--- src/acr_pkg.sv ---
// ----------------------------------------------------------------------------
// acr_pkg
// Shared types, constants and range tables for the autorange resistance core.
// ----------------------------------------------------------------------------
package acr_pkg;

  // Store geometry
  localparam int NUM_DEVICES  = 2;
  localparam int NUM_CHANNELS = 4;
  localparam int STORE_SIZE   = NUM_DEVICES * NUM_CHANNELS;
  localparam int IDX_W        = (STORE_SIZE > 1) ? $clog2(STORE_SIZE) : 1;

  // Field widths
  localparam int DEV_W       = 2;
  localparam int WORD_W      = 32;
  localparam int CODE_W      = 24;
  localparam int CH_W        = 4;
  localparam int LVL_W       = 3;
  localparam int COEFF_W     = 32;
  localparam int PROD_W      = CODE_W + COEFF_W;
  localparam int RES_W       = 40;
  localparam int MASK_W      = 7;
  localparam int CFG_IDX_W   = 3;
  localparam int CFG_DATA_W  = 32;
  localparam int IN_TDATA_W  = 40;
  localparam int OUT_TDATA_W = 56;

  // Code thresholds
  localparam logic [CODE_W-1:0] CODE_LOW       = 24'h346DC6;
  localparam logic [CODE_W-1:0] CODE_HIGH      = 24'hD1B717;
  localparam logic [CODE_W-1:0] CODE_L1_RETURN = 24'h01F751;
  localparam logic [CODE_W-1:0] CODE_L1_OVER   = 24'hF33333;

  localparam logic [LVL_W-1:0]  LVL_ZERO       = 3'd0;
  localparam logic [LVL_W-1:0]  LVL_ONE        = 3'd1;
  localparam logic [LVL_W-1:0]  LVL_RESET      = 3'd2;
  localparam logic [MASK_W-1:0] MASK_RESET     = 7'd64;

  typedef enum logic [2:0] {
    ERR_OK          = 3'd0,
    ERR_BAD_DEVICE  = 3'd1,
    ERR_STATUS      = 3'd2,
    ERR_NOT_READY   = 3'd3,
    ERR_BAD_CHANNEL = 3'd4,
    ERR_BELOW_RANGE = 3'd5,
    ERR_BAD_CURRENT = 3'd6,
    ERR_ABOVE_RANGE = 3'd7
  } err_e;

  typedef enum logic [CFG_IDX_W-1:0] {
    REG_COEFF_ONE   = 3'd0,
    REG_COEFF_TWO   = 3'd1,
    REG_COEFF_THREE = 3'd2,
    REG_COEFF_FOUR  = 3'd3,
    REG_COEFF_FIVE  = 3'd4,
    REG_COEFF_SIX   = 3'd5,
    REG_COEFF_SEVEN = 3'd6,
    REG_ERROR_MASK  = 3'd7
  } cfg_reg_e;

  typedef struct packed {
    logic [7:1][COEFF_W-1:0] coeff;
    logic [MASK_W-1:0]       err_mask;
  } cfg_t;

  typedef struct packed {
    logic [WORD_W-1:0] status_data;
    logic [DEV_W-1:0]  device;
  } item_t;

  typedef struct packed {
    logic              level_changed;
    logic [LVL_W-1:0]  level_after;
    logic [LVL_W-1:0]  level_before;
    logic [RES_W-1:0]  resistance;
    logic [CH_W-1:0]   channel;
    err_e              error_code;
  } result_t;

  typedef struct packed {
    logic             we;
    logic [IDX_W-1:0] idx;
    logic [LVL_W-1:0] level;
  } lvl_wr_t;

  // Next level on a high code (more current is too much)
  function automatic logic [LVL_W-1:0] step_down(input logic [LVL_W-1:0] lvl);
    logic [LVL_W-1:0] nl;
    case (lvl)
      3'd2:    nl = 3'd1;
      3'd3:    nl = 3'd2;
      3'd4:    nl = 3'd3;
      3'd5:    nl = 3'd4;
      3'd6:    nl = 3'd5;
      3'd7:    nl = 3'd5;
      default: nl = 3'd0;
    endcase
    return nl;
  endfunction

  // Next level on a low code; level seven falls off to below range
  function automatic logic [LVL_W-1:0] step_up(input logic [LVL_W-1:0] lvl);
    logic [LVL_W-1:0] nl;
    case (lvl)
      3'd2:    nl = 3'd3;
      3'd3:    nl = 3'd4;
      3'd4:    nl = 3'd5;
      3'd5:    nl = 3'd7;
      3'd6:    nl = 3'd7;
      default: nl = 3'd0;
    endcase
    return nl;
  endfunction

endpackage

--- src/adc_autorange_resistance_core.sv ---
// ----------------------------------------------------------------------------
// adc_autorange_resistance_core
// Autoranging resistance reader: converter words in, ohms and level out.
// ----------------------------------------------------------------------------
//  Channel    Dir  Beat contents (low bit first)
//  s_axis     in   device[1:0], status_data[33:2]
//  m_axis     out  error_code, channel, resistance, level_before, level_after,
//                  level_changed
//  cfg        in   write enable, register index, 32-bit write data
//
//  One beat per cycle sustained while results are taken; a beat passes the
//  input register, then the result register. Throughput is set by the 24x32
//  multiply and level store read-modify-write, in the stage between them.
//  Reset sets every stored level to two (flops, no clearing pass), the
//  coefficients to zero and the status error mask to 64.
//  A stalled result holds the result register; the input register still
//  takes a beat while it is empty.
// ----------------------------------------------------------------------------
module adc_autorange_resistance_core import acr_pkg::*; (
  input  logic                   clk_i,
  input  logic                   rst_ni,
  // fields: device[1:0], status_data[33:2], zero pad[39:34]
  input  logic [IN_TDATA_W-1:0]  s_axis_tdata,
  input  logic                   s_axis_tvalid,
  output logic                   s_axis_tready,
  // fields: error_code[2:0], channel[6:3], resistance[46:7],
  // level_before[49:47], level_after[52:50], level_changed[53], zero pad[55:54]
  output logic [OUT_TDATA_W-1:0] m_axis_tdata,
  output logic                   m_axis_tvalid,
  input  logic                   m_axis_tready,
  input  logic                   cfg_we_i,
  input  logic [CFG_IDX_W-1:0]   cfg_idx_i,
  input  logic [CFG_DATA_W-1:0]  cfg_wdata_i
);

  cfg_t             cfg;
  item_t            item_q;
  logic             in_vld_q;
  result_t          res_q;
  logic             out_vld_q;
  logic             adv;
  logic [IDX_W-1:0] rd_idx;
  logic [LVL_W-1:0] rd_level;
  result_t          calc_res;
  lvl_wr_t          calc_wr;
  lvl_wr_t          st_wr;

  acr_cfg_regs u_cfg (
    .clk_i       (clk_i),
    .rst_ni      (rst_ni),
    .cfg_we_i    (cfg_we_i),
    .cfg_idx_i   (cfg_idx_i),
    .cfg_wdata_i (cfg_wdata_i),
    .cfg_o       (cfg)
  );

  // Handshake: stage moves when the result register is free or drained
  assign adv           = !out_vld_q || m_axis_tready;
  assign s_axis_tready = !in_vld_q || adv;

  // Input register
  always_ff @(posedge clk_i or negedge rst_ni) begin
    if (!rst_ni) begin
      in_vld_q <= 1'b0;
    end else if (s_axis_tready) begin
      in_vld_q <= s_axis_tvalid;
    end
  end

  always_ff @(posedge clk_i) begin
    if (s_axis_tvalid && s_axis_tready) begin
      item_q.device      <= s_axis_tdata[DEV_W-1:0];
      item_q.status_data <= s_axis_tdata[DEV_W+WORD_W-1:DEV_W];
    end
  end

  acr_range_calc u_calc (
    .item_i     (item_q),
    .cfg_i      (cfg),
    .rd_idx_o   (rd_idx),
    .rd_level_i (rd_level),
    .result_o   (calc_res),
    .wr_o       (calc_wr)
  );

  // Level write only when the item leaves the stage
  always_comb begin
    st_wr    = calc_wr;
    st_wr.we = calc_wr.we && in_vld_q && adv;
  end

  acr_level_store u_store (
    .clk_i      (clk_i),
    .rst_ni     (rst_ni),
    .rd_idx_i   (rd_idx),
    .rd_level_o (rd_level),
    .wr_i       (st_wr)
  );

  // Result register
  always_ff @(posedge clk_i or negedge rst_ni) begin
    if (!rst_ni) begin
      out_vld_q <= 1'b0;
    end else if (adv) begin
      out_vld_q <= in_vld_q;
    end
  end

  always_ff @(posedge clk_i) begin
    if (adv && in_vld_q) begin
      res_q <= calc_res;
    end
  end

  assign m_axis_tvalid = out_vld_q;
  assign m_axis_tdata  = {2'b00, res_q};

  // Assertions
  a_ready_when_empty: assert property (@(posedge clk_i) disable iff (!rst_ni)
    !in_vld_q |-> s_axis_tready)
    else $error("input register empty but not ready");

  a_hold_input: assert property (@(posedge clk_i) disable iff (!rst_ni)
    (in_vld_q && !adv) |=> (in_vld_q && $stable(item_q)))
    else $error("stalled item lost or changed");

  a_early_err_zero: assert property (@(posedge clk_i) disable iff (!rst_ni)
    (out_vld_q && (res_q.error_code == ERR_BAD_DEVICE ||
                   res_q.error_code == ERR_STATUS ||
                   res_q.error_code == ERR_NOT_READY))
    |-> (res_q.resistance == '0 && res_q.channel == '0 && res_q.level_after == '0))
    else $error("early error with nonzero fields");

  a_change_only_on_update: assert property (@(posedge clk_i) disable iff (!rst_ni)
    (out_vld_q && res_q.level_changed)
    |-> (res_q.error_code == ERR_OK || res_q.error_code == ERR_BELOW_RANGE))
    else $error("level change reported on an error path");

endmodule

--- src/acr_cfg_regs.sv ---
// ----------------------------------------------------------------------------
// acr_cfg_regs
// Coefficient and status mask registers, written through a plain write port.
// ----------------------------------------------------------------------------
module acr_cfg_regs import acr_pkg::*; (
  input  logic                  clk_i,
  input  logic                  rst_ni,
  input  logic                  cfg_we_i,
  input  logic [CFG_IDX_W-1:0]  cfg_idx_i,
  input  logic [CFG_DATA_W-1:0] cfg_wdata_i,
  output cfg_t                  cfg_o
);

  cfg_t cfg_q;

  // Register writes; coefficient index i holds level i+1
  always_ff @(posedge clk_i or negedge rst_ni) begin
    if (!rst_ni) begin
      cfg_q.coeff    <= '0;
      cfg_q.err_mask <= MASK_RESET;
    end else if (cfg_we_i) begin
      case (cfg_reg_e'(cfg_idx_i))
        REG_ERROR_MASK: cfg_q.err_mask <= cfg_wdata_i[MASK_W-1:0];
        default:        cfg_q.coeff[cfg_idx_i + 3'd1] <= cfg_wdata_i[COEFF_W-1:0];
      endcase
    end
  end

  assign cfg_o = cfg_q;

endmodule

--- src/acr_level_store.sv ---
// ----------------------------------------------------------------------------
// acr_level_store
// Per device and channel excitation level, one flop entry each.
// ----------------------------------------------------------------------------
module acr_level_store import acr_pkg::*; (
  input  logic             clk_i,
  input  logic             rst_ni,
  input  logic [IDX_W-1:0] rd_idx_i,
  output logic [LVL_W-1:0] rd_level_o,
  input  lvl_wr_t          wr_i
);

  logic [STORE_SIZE-1:0][LVL_W-1:0] lvl_q;

  // Level update
  always_ff @(posedge clk_i or negedge rst_ni) begin
    if (!rst_ni) begin
      lvl_q <= {STORE_SIZE{LVL_RESET}};
    end else if (wr_i.we) begin
      lvl_q[wr_i.idx] <= wr_i.level;
    end
  end

  // Read; indexes past the store only occur for rejected items
  assign rd_level_o = ({1'b0, rd_idx_i} < (IDX_W + 1)'(STORE_SIZE)) ? lvl_q[rd_idx_i]
                                                                   : LVL_RESET;

endmodule

--- src/acr_range_calc.sv ---
// ----------------------------------------------------------------------------
// acr_range_calc
// Checks one converter word, scales the code to ohms and picks the next level.
// ----------------------------------------------------------------------------
module acr_range_calc import acr_pkg::*; (
  input  item_t            item_i,
  input  cfg_t             cfg_i,
  output logic [IDX_W-1:0] rd_idx_o,
  input  logic [LVL_W-1:0] rd_level_i,
  output result_t          result_o,
  output lvl_wr_t          wr_o
);

  logic [CODE_W-1:0]  code;
  logic [7:0]         status;
  logic [CH_W-1:0]    ch;
  logic               dev_ok;
  logic [5:0]         idx_wide;
  logic [COEFF_W-1:0] coeff_sel;
  logic [PROD_W-1:0]  product;
  logic [RES_W-1:0]   res;
  logic [LVL_W-1:0]   nlvl;

  // Field split and store address
  always_comb begin
    code     = item_i.status_data[WORD_W-1:8];
    status   = item_i.status_data[7:0];
    ch       = status[CH_W-1:0];
    dev_ok   = (item_i.device != '0) &&
               ({1'b0, item_i.device} <= 3'(NUM_DEVICES));
    idx_wide = (6'(item_i.device) - 6'd1) * 6'(NUM_CHANNELS) + 6'(ch);
    rd_idx_o = idx_wide[IDX_W-1:0];
  end

  // Scaling: Q16 coefficient times code; the 56-bit product drops 16 bits to 40
  always_comb begin
    coeff_sel = (rd_level_i == LVL_ZERO) ? '0 : cfg_i.coeff[rd_level_i];
    product   = PROD_W'(code) * PROD_W'(coeff_sel);
    res       = product[PROD_W-1:16];
  end

  // Check chain and autorange decision
  always_comb begin
    result_o = '0;
    result_o.error_code = ERR_OK;
    wr_o     = '0;
    wr_o.idx = rd_idx_o;
    nlvl     = rd_level_i;
    if (!dev_ok) begin
      result_o.error_code = ERR_BAD_DEVICE;
    end else if ((status[MASK_W-1:0] & cfg_i.err_mask) != '0) begin
      result_o.error_code = ERR_STATUS;
    end else if (status[7]) begin
      result_o.error_code = ERR_NOT_READY;
    end else if (5'(ch) >= 5'(NUM_CHANNELS)) begin
      result_o.error_code = ERR_BAD_CHANNEL;
      result_o.channel    = ch;
    end else if (rd_level_i == LVL_ZERO) begin
      result_o.error_code = ERR_BELOW_RANGE;
      result_o.channel    = ch;
    end else if (coeff_sel == '0) begin
      result_o.error_code   = ERR_BAD_CURRENT;
      result_o.channel      = ch;
      result_o.level_before = rd_level_i;
      result_o.level_after  = rd_level_i;
    end else if (rd_level_i == LVL_ONE && code >= CODE_L1_OVER) begin
      // lowest current over range: report, keep the level
      result_o.error_code   = ERR_ABOVE_RANGE;
      result_o.channel      = ch;
      result_o.resistance   = res;
      result_o.level_before = rd_level_i;
      result_o.level_after  = rd_level_i;
    end else begin
      if (rd_level_i == LVL_ONE) begin
        if (code <= CODE_L1_RETURN) nlvl = LVL_RESET;
      end else if (code >= CODE_HIGH) begin
        nlvl = step_down(rd_level_i);
      end else if (code <= CODE_LOW) begin
        nlvl = step_up(rd_level_i);
      end
      result_o.error_code    = (nlvl == LVL_ZERO) ? ERR_BELOW_RANGE : ERR_OK;
      result_o.channel       = ch;
      result_o.resistance    = res;
      result_o.level_before  = rd_level_i;
      result_o.level_after   = nlvl;
      result_o.level_changed = (nlvl != rd_level_i);
      wr_o.we                = 1'b1;
      wr_o.level             = nlvl;
    end
  end

endmodule

--- config.mk ---
export PLATFORM = sky130hd
export DESIGN_NAME = adc_autorange_resistance_core
export DESIGN_NICKNAME = d
export VERILOG_FILES = /design/src/acr_pkg.sv /design/src/adc_autorange_resistance_core.sv /design/src/acr_cfg_regs.sv /design/src/acr_level_store.sv /design/src/acr_range_calc.sv
export SDC_FILE = /design/constraint.sdc
export NUM_CORES = 2
export LEC_CHECK = 0
export BUFFER_PORTS_ARGS = -buffer_cell sky130_fd_sc_hd__buf_2
export CAP_MARGIN = 20
export CORE_ASPECT_RATIO = 1.5
export CORE_MARGIN = 2
export CORE_UTILIZATION = 40
export DETAILED_ROUTE_END_ITERATION = 6
export RECOVER_POWER = 100
export SYNTH_ARGS = -nofsm -noshare
export SYNTH_HDL_FRONTEND = slang
export SYNTH_SLANG_ARGS = --single-unit
export TNS_END_PERCENT = 5
--- constraint.sdc ---
create_clock -name clk_i -period 15 [get_ports clk_i]
set_input_delay 1.5 -clock clk_i [delete_from_list [all_inputs] [get_ports clk_i]]
set_output_delay 1.5 -clock clk_i [all_outputs]
set_load 0.02 [all_outputs]
==> metrics.txt <==
status=finished with violations; failing checks=max-capacitance violations, max-slew violations; nets@finish=5,080; Register-to-Register Setup Slack=2440 ps; FP Rows=143; Initial Util=40.4%; clock sinks=345; wire per inst=22.0 um; largest net degree at the start of global routing=135; Vias per Instance=5.42; commonest non-fill, non-tap cell in the layout=inv_1; Post-CTS Resized=0; final setup fails=0; DRT iter0 DRCs=1,733; CTS Hold Bufs=0; measured slew at the worst slew-check pin=7330 ps; area share of the leading cell type in the synthesized netlist=32.1%; Hold Startpoint=in_vld_q; Final HPWL DP=85,600 um; Primary FF master, synth=dfrtp_1; Cells on Worst Hold Path=1; Hold Fails Final Rpt=0; Die ar.=0.105 mm^2; worst r2r path cells=31; Clock Tree Buf Depth=3; Detailed Route WL=121,000 um; GP Congestion=0.882; die width=265 um; layout cell share with drive strength beyond 1=11.1%; Skew-Pair Late Insertion Delay=590 ps; end of the worst hold path=m_axis_tvalid; Critical Path End Type=flip-flop; Die Ht=396 um; first-pass GRT wire length=190,000 um; Slew Viols, Final=479; via count=29,830; initial antenna violation count=8; Area contributors post-synth=fa_1 32%, dfrtp_1 15%, inv_1 7.0%; Synth area leader=fa_1; register area=0.00908 mm^2; Syn Inst Count=4,170; most used cell, CP=fa_1; final period utilization=83.7%; minimum clock period after layout=12,560 ps; filler cell count in the final layout=9,789; r2r endpoint=m_axis_tdata[45]; vias in the first global route=32,505; RSZ-0062 raised after global routing=false; commonest cells after routing, fill and taps aside=760 x inv_1, 657 x fa_1, 546 x nand2_1; Req. time, crit path=15,360 ps; Slew Limit Headroom=-389%; slowest CP cell=clkbuf_1; Avg Inst Size Synth=9.83 um^2; Final TNS setup=0 ps; Critical Path AT=12,920 ps; CTS Root Cell=clkbuf_16; GRT Util Overall=23.8%; distinct cell type count after synthesis=94; number of routed nets with antenna violations=0; Multi-input gate area=0.0281 mm^2; Placeable Area=0.101 mm^2; EDFF count, synth=88; synthesized flop and latch total=345; Fmax achieved=79.6 MHz; Ys Warns=0; CTS tree=done; synth-to-layout area growth=7.26%; Reg clk slew, reported paths=60 ps; MaxCap Viol Count=12; startpoint types=flip-flop; Netlist Area Pre-Place=0.0410 mm^2; DRC Markers=0; async set-reset flop share out of synthesis=74.5%; post-synthesis sequential area ratio=22.2%; critical path type=reg2reg; I/O pins=138; clk_skew=26.2 ps; gr ovfl total=0; DR pass1 iterations=5; number of CTS-inserted buffers=36; critical path's largest stage delay=1350 ps; CP Max Fanout=28; htree depth=2; RR Startpoint=item_q[2]; Port-buffer cells=129; hold crit path type=reg2reg; # Post-CTS Setup Buffers=0
==> area by class of cell <==
class / count / share of cell area (%)
Multi-Input combinational cell: 2819 / 63.8
Clock buffer: 50 / 2.38
Timing Repair Buffer: 201 / 2.43
Clock inverter: 16 / 0.503
Tap cell: 1305 / 3.71
Antenna cell: 4 / 0.0228
Inverter: 760 / 6.49
Sequential cell: 345 / 20.7
==> registers in the layout, summed over array words and instances (netlist names) <==
register,flops
u_cfg.cfg_o,231
u_store.lvl_q,24
in_vld_q,1
m_axis_tdata,54
m_axis_tvalid,1
item_q,34
==> cells by family after synthesis <==
kind of cell | Yosys count | share of synthesized area (%)
XOR/XNOR | 33 | 0.723
flip-flops | 345 | 22.2
buffers and inverters | 1007 | 9.52
adder cells (fa/ha/maj) | 837 | 37.6
other | 1 | 0.00914
AND/OR/NAND/NOR | 1259 | 15.1
multiplexers | 327 | 8.92
AO/OA/AOI/OAI | 361 | 5.99
==> synthesized netlist by cell type (all sizes together), types with 9 or more instances <==
cell	instances
nand3	45
nor2	128
inv	760
a221oi	16
a31oi	18
nand2	549
o21bai	27
xor2	10
a211oi	10
dfstp	9
and3	14
fa	657
clkbuf	188
a21o	25
ha	180
nor4	17
mux2	251
buf	59
mux2i	72
a21oi	120
nor3	47
nand4	17
nand2b	11
o21ai	55
xnor2	23
dfrtp	248
edfxtp	88
and2	383
==> per-stage QoR <==
| step | util (%) | worst slack (ps) | instances | area (um^2) | hold WS [ps] |
|---|---|---|---|---|---|
| floorplan | - | 5780 | 4171 | 41000 | 457 |
| global placement | 42.4 | 3630 | 5430 | 43000 | 482 |
| detailed placement | 42.4 | 3600 | 5430 | 43000 | 488 |
| CTS | 43.6 | 3590 | 5496 | 44200 | 501 |
| global route | 43.4 | 1740 | 5497 | 44000 | 514 |
| finish | 43.4 | 2440 | 5500 | 44000 | 500 |
==> critical path, delay by kind of cell, from the launching register on <==
| kind | cells | cell delay, ps |
|---|---|---|
| AO/OA/AOI/OAI | 8 | 2910 |
| adder cells (fa/ha/maj) | 8 | 4010 |
| buffers and inverters | 6 | 1890 |
| flip-flops | 1 | 950 |
| multiplexers | 2 | 970 |
| AND/OR/NAND/NOR | 7 | 1540 |
==> metal layers <==
metal / part of all wire (%) / track usage [%] / vias up / wire length [um]
met4: 5.7 / 12.1 / 10 / 6850
met1: 38 / 27.0 / 15501 / 45700
met5: 0.050 / 0 / - / 60
li1: - / - / 13010 / -
met2: 52 / 43.3 / 951 / 62400
met3: 4.8 / 3.05 / 358 / 5840
==> worst max path at each step <==
stage	start	end	depth (start not counted)
3_5_place_dp	item_q[2]	m_axis_tdata[46]	29
6_report	item_q[2]	m_axis_tdata[45]	31
2_1_floorplan	item_q[2]	m_axis_tdata[45]	36
4_1_cts	item_q[2]	m_axis_tdata[46]	29
3_3_place_gp	item_q[2]	m_axis_tdata[46]	29
5_1_grt	item_q[2]	m_axis_tdata[45]	32
Power is left out: the tool's default activity adds up to more than one toggle a clock period on the data nets, which glitch-free logic cannot reach.
